===== config.mk =====
export PLATFORM = sky130hd
export DESIGN_NAME = avcc_config_to_annexb_param_sets
export DESIGN_NICKNAME = d
export VERILOG_FILES = /design/src/rtl/core/avccab_pkg.sv /design/src/rtl/core/avccab_front.sv /design/src/rtl/core/avccab_queue.sv /design/src/rtl/core/avccab_back.sv /design/src/rtl/core/avcc_config_to_annexb_param_sets.sv
export SDC_FILE = /design/constraint.sdc
export NUM_CORES = 1
export LEC_CHECK = 0
export BUFFER_PORTS_ARGS = -buffer_cell sky130_fd_sc_hd__buf_2
export CORE_ASPECT_RATIO = 0.6
export CORE_MARGIN = 8
export CORE_UTILIZATION = 60
export CTS_CLUSTER_DIAMETER = 100
export CTS_CLUSTER_SIZE = 25
export DETAILED_ROUTE_END_ITERATION = 6
export HOLD_SLACK_MARGIN = 0.08
export PLACE_DENSITY = 0.78
export SYNTH_ARGS = -nofsm -noshare
export SYNTH_HDL_FRONTEND = slang
export SYNTH_SLANG_ARGS = --single-unit

===== constraint.sdc =====
create_clock -name clock -period 9.9 [get_ports clock]
set_input_delay 1.98 -clock clock [delete_from_list [all_inputs] [get_ports clock]]
set_output_delay 1.98 -clock clock [all_outputs]
set_load 0.01 [all_outputs]

===== src/rtl/core/avccab_pkg.sv =====
// Shared types and constants for the decoder configuration record to Annex B converter.
package avccab_pkg;

   localparam int unsigned BYTE_W      = 8;
   localparam int unsigned QUEUE_DEPTH = 4;
   localparam int unsigned QPTR_W      = $clog2(QUEUE_DEPTH);
   localparam int unsigned QCNT_W      = $clog2(QUEUE_DEPTH + 1);

   // Command kinds handed from the parser to the emitter.
   localparam logic [1:0] CMD_NONE  = 2'd0;
   localparam logic [1:0] CMD_START = 2'd1;
   localparam logic [1:0] CMD_DATA  = 2'd2;

   localparam logic [BYTE_W-1:0] START_ZERO = 8'h00;
   localparam logic [BYTE_W-1:0] START_ONE  = 8'h01;

   typedef struct packed {
      logic [1:0]        kind;
      logic              has_status;
      logic              status;
      logic [BYTE_W-1:0] data;
   } cmd_type;

endpackage


===== src/rtl/core/avccab_front.sv =====
// Parser that walks the configuration record and turns each byte that yields output into an emit command.
module avccab_front import avccab_pkg::*; (
   input  logic              clock,
   input  logic              reset,
   input  logic              in_valid,
   output logic              in_ready,
   input  logic [BYTE_W-1:0] in_byte,
   input  logic              in_last,
   input  logic              q_full,
   output logic              q_push,
   output cmd_type           q_cmd
);

   localparam logic [2:0] PH_HEADER  = 3'd0;
   localparam logic [2:0] PH_COUNT   = 3'd1;
   localparam logic [2:0] PH_LEN_HI  = 3'd2;
   localparam logic [2:0] PH_LEN_LO  = 3'd3;
   localparam logic [2:0] PH_PAYLOAD = 3'd4;
   localparam logic [2:0] PH_DONE    = 3'd5;

   localparam logic [2:0]        HEADER_BYTES   = 3'd5;
   localparam logic [BYTE_W-1:0] SEQ_COUNT_MASK = 8'h1F;

   logic [2:0]        phase_ff, phase_in;
   logic [2:0]        header_count_ff, header_count_in;
   logic              picture_sets_ff, picture_sets_in;
   logic [7:0]        units_left_ff, units_left_in;
   logic [7:0]        length_high_ff, length_high_in;
   logic [15:0]       payload_left_ff, payload_left_in;
   logic              end_unit, end_section;
   logic              accept;
   cmd_type           cmd;

   assign in_ready = !q_full;
   assign accept   = in_valid && in_ready;

   always_comb begin
      phase_in        = phase_ff;
      header_count_in = header_count_ff;
      picture_sets_in = picture_sets_ff;
      units_left_in   = units_left_ff;
      length_high_in  = length_high_ff;
      payload_left_in = payload_left_ff;
      end_unit        = 1'b0;
      end_section     = 1'b0;
      cmd.kind        = CMD_NONE;
      cmd.has_status  = 1'b0;
      cmd.status      = 1'b0;
      cmd.data        = in_byte;

      case (phase_ff)
         PH_HEADER: begin
            header_count_in = header_count_ff + 3'd1;
            if (header_count_in >= HEADER_BYTES) begin
               phase_in = PH_COUNT;
            end
         end
         PH_COUNT: begin
            units_left_in = picture_sets_ff ? in_byte : (in_byte & SEQ_COUNT_MASK);
            if (units_left_in == 8'd0) begin
               end_section = 1'b1;
            end else begin
               phase_in = PH_LEN_HI;
            end
         end
         PH_LEN_HI: begin
            length_high_in = in_byte;
            phase_in       = PH_LEN_LO;
         end
         PH_LEN_LO: begin
            payload_left_in = {length_high_ff, in_byte};
            cmd.kind        = CMD_START;
            if (payload_left_in == 16'd0) begin
               end_unit = 1'b1;
            end else begin
               phase_in = PH_PAYLOAD;
            end
         end
         PH_PAYLOAD: begin
            cmd.kind        = CMD_DATA;
            payload_left_in = payload_left_ff - 16'd1;
            if (payload_left_in == 16'd0) begin
               end_unit = 1'b1;
            end
         end
         default: begin
         end
      endcase

      if (end_unit) begin
         units_left_in = units_left_ff - 8'd1;
         if (units_left_in == 8'd0) begin
            end_section = 1'b1;
         end else begin
            phase_in = PH_LEN_HI;
         end
      end

      if (end_section) begin
         if (picture_sets_ff) begin
            phase_in = PH_DONE;
         end else begin
            picture_sets_in = 1'b1;
            phase_in        = PH_COUNT;
         end
      end

      // The final byte closes the record and returns the parser to its start.
      if (in_last) begin
         cmd.has_status  = 1'b1;
         cmd.status      = (phase_in != PH_DONE);
         phase_in        = PH_HEADER;
         header_count_in = 3'd0;
         picture_sets_in = 1'b0;
         units_left_in   = 8'd0;
         length_high_in  = 8'd0;
         payload_left_in = 16'd0;
      end
   end

   assign q_push = accept && ((cmd.kind != CMD_NONE) || cmd.has_status);
   assign q_cmd  = cmd;

   always_ff @(posedge clock) begin
      if (reset) begin
         phase_ff        <= PH_HEADER;
         header_count_ff <= 3'd0;
         picture_sets_ff <= 1'b0;
         units_left_ff   <= 8'd0;
         length_high_ff  <= 8'd0;
         payload_left_ff <= 16'd0;
      end else if (accept) begin
         phase_ff        <= phase_in;
         header_count_ff <= header_count_in;
         picture_sets_ff <= picture_sets_in;
         units_left_ff   <= units_left_in;
         length_high_ff  <= length_high_in;
         payload_left_ff <= payload_left_in;
      end
   end

endmodule


===== src/rtl/core/avccab_queue.sv =====
// Short command queue between the parser and the emitter.
module avccab_queue import avccab_pkg::*; (
   input  logic    clock,
   input  logic    reset,
   input  logic    push,
   input  cmd_type push_cmd,
   output logic    full,
   input  logic    pop,
   output logic    empty,
   output cmd_type head_cmd
);

   cmd_type           entry_ff [QUEUE_DEPTH];
   logic [QPTR_W-1:0] wr_ptr_ff, rd_ptr_ff;
   logic [QCNT_W-1:0] count_ff;
   logic              do_push, do_pop;

   assign full     = (count_ff == QCNT_W'(QUEUE_DEPTH));
   assign empty    = (count_ff == '0);
   assign do_push  = push && !full;
   assign do_pop   = pop && !empty;
   assign head_cmd = entry_ff[rd_ptr_ff];

   always_ff @(posedge clock) begin
      if (do_push) begin
         entry_ff[wr_ptr_ff] <= push_cmd;
      end
   end

   always_ff @(posedge clock) begin
      if (reset) begin
         wr_ptr_ff <= '0;
         rd_ptr_ff <= '0;
         count_ff  <= '0;
      end else begin
         if (do_push) begin
            wr_ptr_ff <= wr_ptr_ff + QPTR_W'(1);
         end
         if (do_pop) begin
            rd_ptr_ff <= rd_ptr_ff + QPTR_W'(1);
         end
         if (do_push && !do_pop) begin
            count_ff <= count_ff + QCNT_W'(1);
         end else if (do_pop && !do_push) begin
            count_ff <= count_ff - QCNT_W'(1);
         end
      end
   end

endmodule


===== src/rtl/core/avccab_back.sv =====
// Emitter that expands queued commands into output items through an output register.
module avccab_back import avccab_pkg::*; (
   input  logic              clock,
   input  logic              reset,
   input  logic              q_empty,
   input  cmd_type           q_head,
   output logic              q_pop,
   output logic              out_valid,
   input  logic              out_ready,
   output logic [BYTE_W-1:0] out_byte,
   output logic              out_is_status,
   output logic              out_status,
   output logic              out_run_last
);

   logic [2:0]        step_ff, step_in;
   logic              valid_ff;
   logic [BYTE_W-1:0] byte_ff, byte_in;
   logic              is_status_ff, is_status_in;
   logic              status_ff, status_in;
   logic              run_last_ff, run_last_in;
   logic [2:0]        total;
   logic              load;

   assign load = !q_empty && (!valid_ff || out_ready);

   // Each command yields its start code or data byte, then optionally the status item.
   always_comb begin
      total = {2'b00, q_head.has_status};
      case (q_head.kind)
         CMD_START: total = total + 3'd4;
         CMD_DATA:  total = total + 3'd1;
         default:   total = total;
      endcase

      byte_in      = START_ZERO;
      is_status_in = 1'b0;
      status_in    = 1'b0;
      case (q_head.kind)
         CMD_START: begin
            if (step_ff == 3'd3) begin
               byte_in = START_ONE;
            end else if (step_ff == 3'd4) begin
               is_status_in = 1'b1;
               status_in    = q_head.status;
            end
         end
         CMD_DATA: begin
            if (step_ff == 3'd0) begin
               byte_in = q_head.data;
            end else begin
               is_status_in = 1'b1;
               status_in    = q_head.status;
            end
         end
         default: begin
            is_status_in = 1'b1;
            status_in    = q_head.status;
         end
      endcase

      run_last_in = (step_ff == total - 3'd1);
      step_in     = step_ff;
      if (load) begin
         step_in = run_last_in ? 3'd0 : step_ff + 3'd1;
      end
   end

   assign q_pop = load && run_last_in;

   always_ff @(posedge clock) begin
      if (reset) begin
         valid_ff <= 1'b0;
         step_ff  <= 3'd0;
      end else begin
         step_ff <= step_in;
         if (load) begin
            valid_ff <= 1'b1;
         end else if (out_ready) begin
            valid_ff <= 1'b0;
         end
      end
   end

   always_ff @(posedge clock) begin
      if (load) begin
         byte_ff      <= byte_in;
         is_status_ff <= is_status_in;
         status_ff    <= status_in;
         run_last_ff  <= run_last_in;
      end
   end

   assign out_valid     = valid_ff;
   assign out_byte      = byte_ff;
   assign out_is_status = is_status_ff;
   assign out_status    = status_ff;
   assign out_run_last  = run_last_ff;

endmodule


===== src/rtl/core/avcc_config_to_annexb_param_sets.sv =====
// Top level of the decoder configuration record to Annex B parameter set converter.
//
// The req channel takes one record byte per item in req_tdata, with req_tlast on the
// final byte of the record. The parser skips the header, reads the set counts and
// unit lengths, and queues one command per byte that yields output. The emitter
// turns each command into rsp items: four start code bytes after a unit length,
// one payload byte per payload byte in, and a status item (rsp_tuser[0] high) on
// the byte marked last. rsp_tlast marks the final item caused by one input byte.
// A byte passes the command queue and the output register before its first result.
// Payload bytes flow at one item per cycle while rsp_tready is high; a start code
// is four items, and the input stalls only once the four-entry queue fills.
// Synchronous reset clears the parser, empties the queue and drops any pending
// result. When rsp_tready is low the output register holds its item, the queue
// absorbs up to four further commands and then req_tready falls.
// After the byte marked last the parser is back at its start for the next record.
module avcc_config_to_annexb_param_sets import avccab_pkg::*; (
   input  logic              clock,
   input  logic              reset,
   input  logic              req_tvalid,
   output logic              req_tready,
   input  logic [BYTE_W-1:0] req_tdata,   // [7:0] in_byte
   input  logic              req_tlast,
   output logic              rsp_tvalid,
   input  logic              rsp_tready,
   output logic [BYTE_W-1:0] rsp_tdata,   // [7:0] out_byte
   output logic [1:0]        rsp_tuser,   // [0] is_status, [1] status
   output logic              rsp_tlast
);

   logic    q_full, q_empty, q_push, q_pop;
   cmd_type push_cmd, head_cmd;
   logic    is_status, status;

   avccab_front u_front (
      .clock    (clock),
      .reset    (reset),
      .in_valid (req_tvalid),
      .in_ready (req_tready),
      .in_byte  (req_tdata),
      .in_last  (req_tlast),
      .q_full   (q_full),
      .q_push   (q_push),
      .q_cmd    (push_cmd)
   );

   avccab_queue u_queue (
      .clock    (clock),
      .reset    (reset),
      .push     (q_push),
      .push_cmd (push_cmd),
      .full     (q_full),
      .pop      (q_pop),
      .empty    (q_empty),
      .head_cmd (head_cmd)
   );

   avccab_back u_back (
      .clock         (clock),
      .reset         (reset),
      .q_empty       (q_empty),
      .q_head        (head_cmd),
      .q_pop         (q_pop),
      .out_valid     (rsp_tvalid),
      .out_ready     (rsp_tready),
      .out_byte      (rsp_tdata),
      .out_is_status (is_status),
      .out_status    (status),
      .out_run_last  (rsp_tlast)
   );

   assign rsp_tuser = {status, is_status};

endmodule


==> metrics.cfg, run 1 <==
[run_status]
outcome=finished, final reports clean

[power]
design_power_total_uw=1150
cellLeakagePower_uw=0.00219
p_per_area_nw_per_um2=187
vdd_drop_max_mv=0.133

[worst_setup_path]
setup.worst_path.end_class=register
rr_endpoint=u_queue.count_ff[2]
timing.reg2reg.worst_path_depth=18
timing.setup.critical_path_class=register to register
r2r_slack_ps=5080
critPathMaxFanout=12
crit_path_start_kind=register
timing.critical_path.arrival_ps=5100
crit_required_ps=10180

[yosys]
syn-num-nets=581
synth_warnings=0
synthFlopType=sky130_fd_sc_hd__edfxtp_1
synth_seq_cells=111
yosysSeqAreaShare=0.496
postSynthCellCount=549
post_synth_instance_area_um2=5670
synth_enable_flop_cells=59
ys_types=69
postSynthAreaPerCell_um2=10.3
async_reset_ff_frac=0

[min_path]
worst_hold_start=u_back.out_valid
worstHoldPathType=register to register
timing.hold.worst_endpoint=u_back.out_valid
hold_depth=2

[routing]
postRouteAntennaNets=0
vias_per_cell=6.37
drt_first_iter_violations=541
detailroute.wirelength.met2_um=6000
finalWirelength_um=13000
post_drt_wl_per_cell_um=18.8
drt_pre_antenna_iters=6
route.met3.wl_um=1410
routed-via-count=4394
met1_length_um=5430
highest_layer=met4
remaining_drc_errors=0

[clock_tree]
ctsResizeCount=0
worstSkewPairLatency_ps=360
cts_clock_pin_slew_for_the_worst_setup_and_hold_paths_ps=80
ctsLongestPathBuffers=2
clock-sinks=111
holdBufCountCts=0
cts_tree=built
numCtsBuffers=9
cts_setup_buffers=0
clock-root-buffer=sky130_fd_sc_hd__clkbuf_16
cts-htree-levels=3

[sta]
max_freq_mhz=208
final-hold-violation-count=0
grt_setup_unrepaired=no
final_period_minus_worst_setup_slack_ps=4820
sum_of_negative_setup_slack_ps=0
worst_pin_slew_ps=1100
min_period_over_period=0.486
final-setup-viol-count=0
maxSlewHeadroom=0.260
max_slew_violation_count=0
fin_skew_ps=8.17

[global_route]
grt_start_max_net_pins=53
grt_overflow_total=0
number_of_global_route_vias_before_repair=4152
global_route_wire_length_before_repair_um=21000
grtUsageTotal=0.207
grt_antenna_before_repair=0

[cells_and_area]
mostFrequentLayoutCells=59 x sky130_fd_sc_hd__edfxtp_1, 56 x sky130_fd_sc_hd__nor2_1, 52 x sky130_fd_sc_hd__dfxtp_1
layout.cells.most_common=sky130_fd_sc_hd__edfxtp_1
fin_util=0.665
layout-area-overhead-vs-synth_pct=7.72
final_antenna_diode_count=0
layout.nets=587
final_layout_size_suffix_gt1_frac=0.125

[place]
gpl.final_weighted_congestion=0.912
port_buffers=25
place.detailed.hpwl_um=9050

[die]
core_um2=9190
fp.dieArea_um2=12900
rows=27
die-height_um=91.3
chipWidth_um=142
initial_core_utilization=0.617
top_level_i_o_count=26

[flow_run]
max_cap_viols=0

==> cell type report <==
type | count | area, um^2
clock buffers | 10 | 229
inverters | 30 | 113
multi-input cells | 375 | 2590
well taps | 130 | 163
clock inverters | 6 | 51.3
fillers | 726 | 3080
repair buffers | 28 | 148
flip-flops and latches | 111 | 2810
==> sequential cells by signal (all words and copies together), names as in the netlist, 2 cells and up, named ones only <==
register and cells:
u_queue.wr_ptr_ff 2, u_queue.count_ff 3, u_front.phase_ff 3, u_queue.entry_ff 48, u_back.out_byte 8, u_front.length_high_ff 8, u_front.payload_left_ff 16, u_queue.rd_ptr_ff 2
u_front.units_left_ff 8, u_front.header_count_ff 3, u_back.step_ff 3
==> stage by stage <==
| stage | area [um^2] | instances | setup slack, ps | hold slack (ps) |
|---|---|---|---|---|
| global placement | 5830 | 674 | 5200 | 457 |
| finish | 6110 | 690 | 5080 | 477 |
| global route | 6110 | 690 | 4740 | 520 |
| detailed placement | 5830 | 674 | 4970 | 465 |
| CTS | 6110 | 690 | 5070 | 475 |
| floorplan | 5670 | 549 | 5380 | 439 |
==> synth_stat cells (12+ instances only) <==
master / number / share of area
sky130_fd_sc_hd__nor2_1: 56 / 0.037
sky130_fd_sc_hd__a22oi_1: 18 / 0.024
sky130_fd_sc_hd__clkbuf_1: 23 / 0.015
sky130_fd_sc_hd__a21oi_1: 26 / 0.023
sky130_fd_sc_hd__mux4_2: 12 / 0.048
sky130_fd_sc_hd__edfxtp_1: 59 / 0.31
sky130_fd_sc_hd__o21ai_0: 21 / 0.019
sky130_fd_sc_hd__ha_1: 18 / 0.040
sky130_fd_sc_hd__inv_1: 29 / 0.019
sky130_fd_sc_hd__nor3_1: 18 / 0.016
sky130_fd_sc_hd__nand2_1: 40 / 0.026
sky130_fd_sc_hd__dfxtp_1: 52 / 0.18
==> worst max-delay path by stage <==
| stage | endpoint | slack (ps) | cells after the start |
|---|---|---|---|
| final | u_queue.count_ff[2] | 5080 | 18 |
| after global routing | u_queue.count_ff[2] | 4740 | 18 |
| after CTS | u_queue.count_ff[2] | 5070 | 18 |
| after detailed placement | u_queue.count_ff[2] | 4970 | 11 |
| after global placement | u_queue.count_ff[2] | 5200 | 11 |
| after floorplan | u_queue.count_ff[2] | 5380 | 20 |
==> kinds of logic (layout without fill, tap and decap cells) <==
logic type,Yosys count,count (layout),share of synthesized area
flops,111,111,0.496
compound gates,125,125,0.151
mux,18,18,0.0587
xor+xnor,15,15,0.0232
fa+ha+maj,19,19,0.0432
buf+inv,63,74,0.0468
simple gates,198,198,0.181
==> per-layer routing <==
layer	vias up	track usage
met4	0	0.0542
li1	2051	-
met1	2085	0.274
met5	-	0
met2	241	0.318
met3	17	0.0752
==> power breakdown <==
| group | leakage (uW) | total [uW] | internal [uW] | switching (uW) |
|---|---|---|---|---|
| Sequential | 0.000955 | 567 | 540 | 26.3 |
| Combinational | 0.00110 | 234 | 95.7 | 138 |
| Clock | 0.000139 | 345 | 175 | 170 |
==> worst max-delay path: stages, from the launching register on <==
cell and delay, ps:
sky130_fd_sc_hd__dfxtp_1 830, sky130_fd_sc_hd__mux4_2 640, sky130_fd_sc_hd__inv_1 80, sky130_fd_sc_hd__ha_1 280
sky130_fd_sc_hd__nor2b_1 410, sky130_fd_sc_hd__mux2_2 280, sky130_fd_sc_hd__inv_1 50, sky130_fd_sc_hd__ha_1 210
sky130_fd_sc_hd__xnor2_1 160, sky130_fd_sc_hd__xnor2_1 140, sky130_fd_sc_hd__nor2_1 80, sky130_fd_sc_hd__and3_1 240
sky130_fd_sc_hd__inv_1 80, sky130_fd_sc_hd__ha_1 170, sky130_fd_sc_hd__inv_1 60, sky130_fd_sc_hd__fa_1 380
sky130_fd_sc_hd__xor2_1 170, sky130_fd_sc_hd__or3_1 330, sky130_fd_sc_hd__a21oi_1 140
No activity file was read; power rests on OpenSTA's default activity.
==> run 2, diff against run 1 <==
- CORE_UTILIZATION: 60 -> 56
- PLACE_DENSITY: 0.78 -> 0.77
- clock period: 9.9 -> 4.34 ns (I/O delays scaled with it)
==> run 2 against run 1 <==
Critical path depth did not move; routed wire length rose by 4.4%; worst hold slack got worse by 7.5 ps; non-clock buffer count rose by 9; cell area rose by 1.7%; register-to-register slack got worse by 4900 ps; flip-flop and latch count did not move; first-iteration DRC count fell by 9.1%; combinational power rose by 140%; global-route usage fell by 0.64 points; final cell count rose by 2.0%; clock power rose by 150%; highest routed layer unchanged.
==> metrics.cfg, run 2 (synthesis gave the netlist of run 1 again) <==
[run_status]
outcome=finished, final reports clean  ; unchanged

[sta]
worst_pin_slew_ps=717  ; was 1100 ps
grt_setup_unrepaired=no  ; unchanged
max_slew_violation_count=0  ; unchanged
max_freq_mhz=241  ; was 208 MHz
min_period_over_period=0.958  ; was 0.486
maxSlewHeadroom=0.521  ; was 0.260
fin_skew_ps=5.97  ; was 8.17 ps
final_period_minus_worst_setup_slack_ps=4160  ; was 4820 ps
fin_ws_ps=183  ; was 5080 ps
final-setup-viol-count=0  ; unchanged
final-hold-violation-count=0  ; unchanged
hold_slack_ps=469  ; was 477 ps
sum_of_negative_setup_slack_ps=0  ; unchanged

[clock_tree]
ctsLongestPathBuffers=2  ; unchanged
clock-sinks=111  ; unchanged
ctsResizeCount=0  ; unchanged
cts-htree-levels=3  ; unchanged
cts_clock_pin_slew_for_the_worst_setup_and_hold_paths_ps=70  ; was 80 ps
worstSkewPairLatency_ps=350  ; was 360 ps
numCtsBuffers=9  ; unchanged
holdBufCountCts=0  ; unchanged
cts_setup_buffers=0  ; unchanged
clock-root-buffer=sky130_fd_sc_hd__clkbuf_16  ; unchanged
cts_tree=built  ; unchanged

[global_route]
number_of_global_route_vias_before_repair=4242  ; was 4152
groute.layer.met2.usage=0.322  ; was 0.318
grt_use_met3=0.0515  ; was 0.0752
grt_start_max_net_pins=52  ; was 53
grt_util_met1=0.259  ; was 0.274
global_route.peak_usage_layer=met2  ; unchanged
grt_antenna_before_repair=0  ; unchanged
grt_overflow_total=0  ; unchanged
global_route_wire_length_before_repair_um=21800  ; was 21000 um
grtUsageTotal=0.201  ; was 0.207

[routing]
postRouteAntennaNets=0  ; unchanged
drt_pre_antenna_iters=5  ; was 6
finalWirelength_um=13500  ; was 13000 um
drt_first_iter_violations=492  ; was 541
post_drt_wl_per_cell_um=19.2  ; was 18.8 um
routed-via-count=4421  ; was 4394
remaining_drc_errors=0  ; unchanged
vias_per_cell=6.28  ; was 6.37

[die]
initial_core_utilization=0.576  ; was 0.617
chipWidth_um=146  ; was 142 um
fp.dieArea_um2=13700  ; was 12900 um^2
die-height_um=94.0  ; was 91.3 um
top_level_i_o_count=26  ; unchanged
rows=28  ; was 27
core_um2=9840  ; was 9190 um^2

[worst_setup_path]
crit_required_ps=4620  ; was 10180 ps
timing.critical_path.arrival_ps=4440  ; was 5100 ps
critPathMaxFanout=5  ; was 12
setup.worst_path.end_class=register  ; unchanged
crit_path_start_kind=register  ; unchanged
timing.setup.critical_path_class=register to register  ; unchanged

[power]
cellLeakagePower_uw=0.00225  ; was 0.00219 uW
pwr-share-comb=0.207  ; was 0.204
netSwitchingPower_uw=755  ; was 334 uW
p_per_area_nw_per_um2=433  ; was 187 nW/um^2
internal-power_uw=1930  ; was 811 uW
vdd_drop_max_mv=0.246  ; was 0.133 mV
power.share.clock=0.316  ; was 0.301
switching_share=0.281  ; was 0.292
share_seq_of_total_power=0.477  ; was 0.495

[cells_and_area]
final_antenna_diode_count=0  ; unchanged
reg_top3=u_queue.entry_ff (48), u_front.payload_left_ff (16)  ; unchanged
mostFrequentLayoutCells=59 x sky130_fd_sc_hd__edfxtp_1, 56 x sky130_fd_sc_hd__nor2_1, 52 x sky130_fd_sc_hd__dfxtp_1  ; unchanged
layout-area-overhead-vs-synth_pct=9.60  ; was 7.72%
layout.nets=596  ; was 587
max_flop_register=u_queue.entry_ff  ; unchanged
layout.cells.most_common=sky130_fd_sc_hd__edfxtp_1  ; unchanged
finish.cell_count_without_fillers=704  ; was 690
flip_flop_count_of_the_largest_register_all_copies_and_words_added=48  ; unchanged
final_layout_size_suffix_gt1_frac=0.139  ; was 0.125
finish.instance_area_um2=6220  ; was 6110 um^2

[place]
gpl.final_weighted_congestion=0.949  ; was 0.912
pre_cts_ws_ps=204  ; was 4970 ps
postPlaceCellArea_um2=5900  ; was 5830 um^2
place.detailed.hpwl_um=9390  ; was 9050 um
placed_cells=688  ; was 674
port_buffers=25  ; unchanged

[flow_run]
max_cap_viols=0  ; unchanged

[min_path]
worstHoldPathType=register to register  ; unchanged

-- run 2: path summary, 6_finish.rpt --
path / startpoint / endpoint / slack [ps] / cells past startpoint
worst min register to register: u_back.out_valid / u_back.out_valid / 470 / 2
worst max register to register: register / u_queue.count_ff[2] / 180 / 18
worst min-delay path: u_back.out_valid / u_back.out_valid / 470 / 2
worst max-delay path: register / u_queue.count_ff[2] / 180 / 18
-- run 2: power by group through the flow --
stage,Combinational [uW],Sequential (uW),Clock [uW]
after global placement,533,1300,0
after CTS,560,1280,866
after floorplan,361,1330,0
final,557,1280,850
after global routing,617,1290,908
after detailed placement,555,1310,0
-- run 2: layout make-up --
cell class / instances / area, um^2
fillers: 786 / 3630
flip-flops and latches: 111 / 2810
multi-input cells: 375 / 2590
clock buffers: 10 / 239
repair buffers: 37 / 215
well taps: 135 / 169
inverters: 30 / 113
clock inverters: 6 / 73.8
-- run 2: worst max-delay path, stage by stage (launching register included) --
cell and delay, ps:
sky130_fd_sc_hd__dfxtp_1 410, sky130_fd_sc_hd__mux4_2 570, sky130_fd_sc_hd__inv_1 90, sky130_fd_sc_hd__ha_1 270
sky130_fd_sc_hd__or2_2 310, sky130_fd_sc_hd__mux2_2 290, sky130_fd_sc_hd__inv_1 60, sky130_fd_sc_hd__ha_1 160
sky130_fd_sc_hd__xnor2_1 140, sky130_fd_sc_hd__xnor2_1 150, sky130_fd_sc_hd__nor2_1 80, sky130_fd_sc_hd__and3_1 230
sky130_fd_sc_hd__inv_1 70, sky130_fd_sc_hd__ha_1 180, sky130_fd_sc_hd__inv_1 70, sky130_fd_sc_hd__fa_1 370
sky130_fd_sc_hd__xor2_1 180, sky130_fd_sc_hd__or3_1 300, sky130_fd_sc_hd__a21oi_1 150
-- run 2: through the flow --
| step | util | total power, uW |
|---|---|---|
| 6_report | 0.631 | 2690 |
| 3_5_place_dp | 0.600 | 1860 |
| 4_1_cts | 0.631 | 2710 |
| 3_3_place_gp | 0.600 | 1830 |
| 5_1_grt | 0.631 | 2820 |
| 2_1_floorplan | - | 1690 |
-- run 2: routing by layer --
metal | wire (um) | vias up
met2 | 6320 | 187
li1 | - | 2069
met1 | 5910 | 2145
met4 | 227 | 0
met3 | 1090 | 20
met5 | 0 | -
==> run 3, diff against run 2 <==
- BUFFER_PORTS_ARGS: -buffer_cell sky130_fd_sc_hd__buf_2 -> -buffer_cell sky130_fd_sc_hd__clkbuf_2
==> run 3 against run 2 <==
Largest power group unchanged; worst setup slack improved by 99 ps; sequential power barely moved; critical endpoint unchanged; clock skew grew 1.9 ps; fmax increased by 2.4%; highest routed layer unchanged.
==> metrics.cfg, run 3 (synthesis gave the netlist of run 1 again) <==
[routing]
vias_per_cell=6.35  ; was 6.28
drt_first_iter_violations=539  ; was 492
remaining_drc_errors=0  ; unchanged
post_drt_wl_per_cell_um=19.4  ; was 19.2 um
routed-via-count=4474  ; was 4421
postRouteAntennaNets=0  ; unchanged
drt_pre_antenna_iters=5  ; unchanged
finalWirelength_um=13700  ; was 13500 um

[global_route]
grt_start_max_net_pins=52  ; unchanged
groute.layer.met2.usage=0.335  ; was 0.322
global_route_wire_length_before_repair_um=22500  ; was 21800 um
grt_overflow_total=0  ; unchanged
grt_util_met1=0.274  ; was 0.259
global_route.peak_usage_layer=met2  ; unchanged
grt_use_met3=0.0433  ; was 0.0515
grtUsageTotal=0.204  ; was 0.201
grt_antenna_before_repair=0  ; unchanged
number_of_global_route_vias_before_repair=4332  ; was 4242

[worst_setup_path]
crit_required_ps=4610  ; was 4620 ps
worst_path_largest_cell_delay_ps=540  ; was 570 ps
cells_along_the_critical_path=mux4_2 -> buf_4 -> ha_1 -> or2_2 -> mux2_2 -> inv_1 -> ha_1 -> xnor2_1 -> xnor2_1 -> nor2_1 -> and3_1 -> inv_1 -> ha_1 -> inv_1 -> fa_1 -> xor2_1 -> or3_1 -> a21oi_1  ; was mux4_2 -> inv_1 -> ha_1 -> or2_2 -> mux2_2 -> inv_1 -> ha_1 -> xnor2_1 -> xnor2_1 -> nor2_1 -> and3_1 -> inv_1 -> ha_1 -> inv_1 -> fa_1 -> xor2_1 -> or3_1 -> a21oi_1
slowest_cp_cell=sky130_fd_sc_hd__mux4_2  ; unchanged
timing.critical_path.arrival_ps=4330  ; was 4440 ps
critPathMaxFanout=5  ; unchanged
timing.setup.critical_path_class=register to register  ; unchanged
crit_path_start_kind=register  ; unchanged
setup.worst_path.end_class=register  ; unchanged

[cells_and_area]
reg_top3=u_queue.entry_ff (48), u_front.payload_left_ff (16)  ; unchanged
layout.nets=597  ; was 596
flip_flop_count_of_the_largest_register_all_copies_and_words_added=48  ; unchanged
final_layout_size_suffix_gt1_frac=0.144  ; was 0.139
mostFrequentLayoutCells=59 x sky130_fd_sc_hd__edfxtp_1, 56 x sky130_fd_sc_hd__nor2_1, 51 x sky130_fd_sc_hd__dfxtp_1  ; was 59 x sky130_fd_sc_hd__edfxtp_1, 56 x sky130_fd_sc_hd__nor2_1, 52 x sky130_fd_sc_hd__dfxtp_1
final_antenna_diode_count=0  ; unchanged
max_flop_register=u_queue.entry_ff  ; unchanged
layout-area-overhead-vs-synth_pct=9.71  ; was 9.60%
fillerInstances=759  ; was 786
layout.cells.most_common=sky130_fd_sc_hd__edfxtp_1  ; unchanged
finish.cell_count_without_fillers=705  ; was 704

[die]
fp.dieArea_um2=13700  ; unchanged
top_level_i_o_count=26  ; unchanged
rows=28  ; unchanged
core_um2=9840  ; unchanged
die-height_um=94.0  ; unchanged
chipWidth_um=146  ; unchanged
initial_core_utilization=0.576  ; unchanged

[sta]
sum_of_negative_setup_slack_ps=0  ; unchanged
grt_setup_unrepaired=no  ; unchanged
worst_pin_slew_ps=822  ; was 717 ps
final_period_minus_worst_setup_slack_ps=4060  ; was 4160 ps
fin_skew_ps=7.85  ; was 5.97 ps
maxSlewHeadroom=0.451  ; was 0.521
final-hold-violation-count=0  ; unchanged
max_freq_mhz=246  ; was 241 MHz
max_slew_violation_count=0  ; unchanged
final-setup-viol-count=0  ; unchanged
min_period_over_period=0.935  ; was 0.958

[clock_tree]
numCtsBuffers=9  ; unchanged
worstSkewPairLatency_ps=340  ; was 350 ps
ctsLongestPathBuffers=2  ; unchanged
cts_clock_pin_slew_for_the_worst_setup_and_hold_paths_ps=70  ; about the same
cts_tree=built  ; unchanged
holdBufCountCts=0  ; unchanged
clock-root-buffer=sky130_fd_sc_hd__clkbuf_16  ; unchanged
clock-sinks=111  ; unchanged
cts-htree-levels=3  ; unchanged

[place]
placed_cells=688  ; unchanged
place.detailed.hpwl_um=9600  ; was 9390 um
port_buffers=25  ; unchanged
gpl.final_weighted_congestion=0.913  ; was 0.949

[min_path]
worst_hold_start=u_back.out_valid  ; unchanged
worstHoldPathType=register to register  ; unchanged

[power]
vdd_drop_max_mv=0.280  ; was 0.246 mV
cellLeakagePower_uw=0.00226  ; was 0.00225 uW
p_per_area_nw_per_um2=433  ; about the same

[flow_run]
max_cap_viols=0  ; unchanged

[run_status]
outcome=finished, final reports clean  ; unchanged

[run 3: cell types whose count changed in the layout (fill, tap and decap cells not counted)]
cell                         before  now
sky130_fd_sc_hd__inv_8            2    3
sky130_fd_sc_hd__clkinv_1         1    0
sky130_fd_sc_hd__dfxtp_1         52   51
sky130_fd_sc_hd__clkinvlp_4       0    1
sky130_fd_sc_hd__buf_2           25    0
sky130_fd_sc_hd__clkinv_2         0    1
sky130_fd_sc_hd__clkbuf_2         0   25
sky130_fd_sc_hd__dfxtp_2          0    1
sky130_fd_sc_hd__clkbuf_8         1    0
sky130_fd_sc_hd__clkinv_4         1    0
sky130_fd_sc_hd__buf_4           12   13
[run 3: power breakdown]
| group | switching [uW] | internal, uW | leakage (uW) | total [uW] |
|---|---|---|---|---|
| combinational | 329 | 230 | 0.00115 | 559 |
| clock | 385 | 461 | 0.000152 | 846 |
| sequential | 53.6 | 1230 | 0.000955 | 1290 |
| total | 768 | 1920 | 0.00226 | 2690 |
[run 3: path summary, 6_finish.rpt]
kind	to	slack (ps)	cells after the start
max	u_queue.count_ff[2]	280	18
min	u_back.out_valid	490	2
max reg2reg	u_queue.count_ff[2]	280	18
min reg2reg	u_back.out_valid	490	2
[run 3: through the flow]
stage	area, um^2	worst slack (ps)	hold slack, ps	utilization	total power [uW]
floorplan	5670	96.7	439	-	1690
global placement	5900	411	455	0.600	1840
detailed placement	5900	249	478	0.600	1870
CTS	6210	242	492	0.631	2700
global route	6220	10.4	519	0.632	2820
finish	6220	282	489	0.632	2690
[run 3: final cells by class]
cell class	instances	area, um^2	area share
Sequential cell	111	2810	0.452
Multi-Input combinational cell	375	2590	0.417
Clock inverter	7	85.1	0.0137
Clock buffer	9	225	0.0362
Tap cell	135	169	0.0271
Timing Repair Buffer	38	223	0.0358
Inverter	30	113	0.0181
[run 3: per-layer routing]
layer,vias up,part of all wire
met2,244,0.46
met5,-,0
met3,17,0.092
met1,2146,0.43
li1,2067,-
met4,0,0.011
[run 3: repair_timing]
action	4_1_cts	5_1_grt
setup buffers	0	1
endpoints found under the setup margin	0	1
resized for setup	0	1
[run 3: worst max-delay path: cells and delay by family (launching register included)]
family	cells	cell delay (ps)
mux	2	830
flops	1	370
buf+inv	4	360
compound gates	1	150
fa+ha+maj	4	940
simple gates	4	890
xor+xnor	3	450
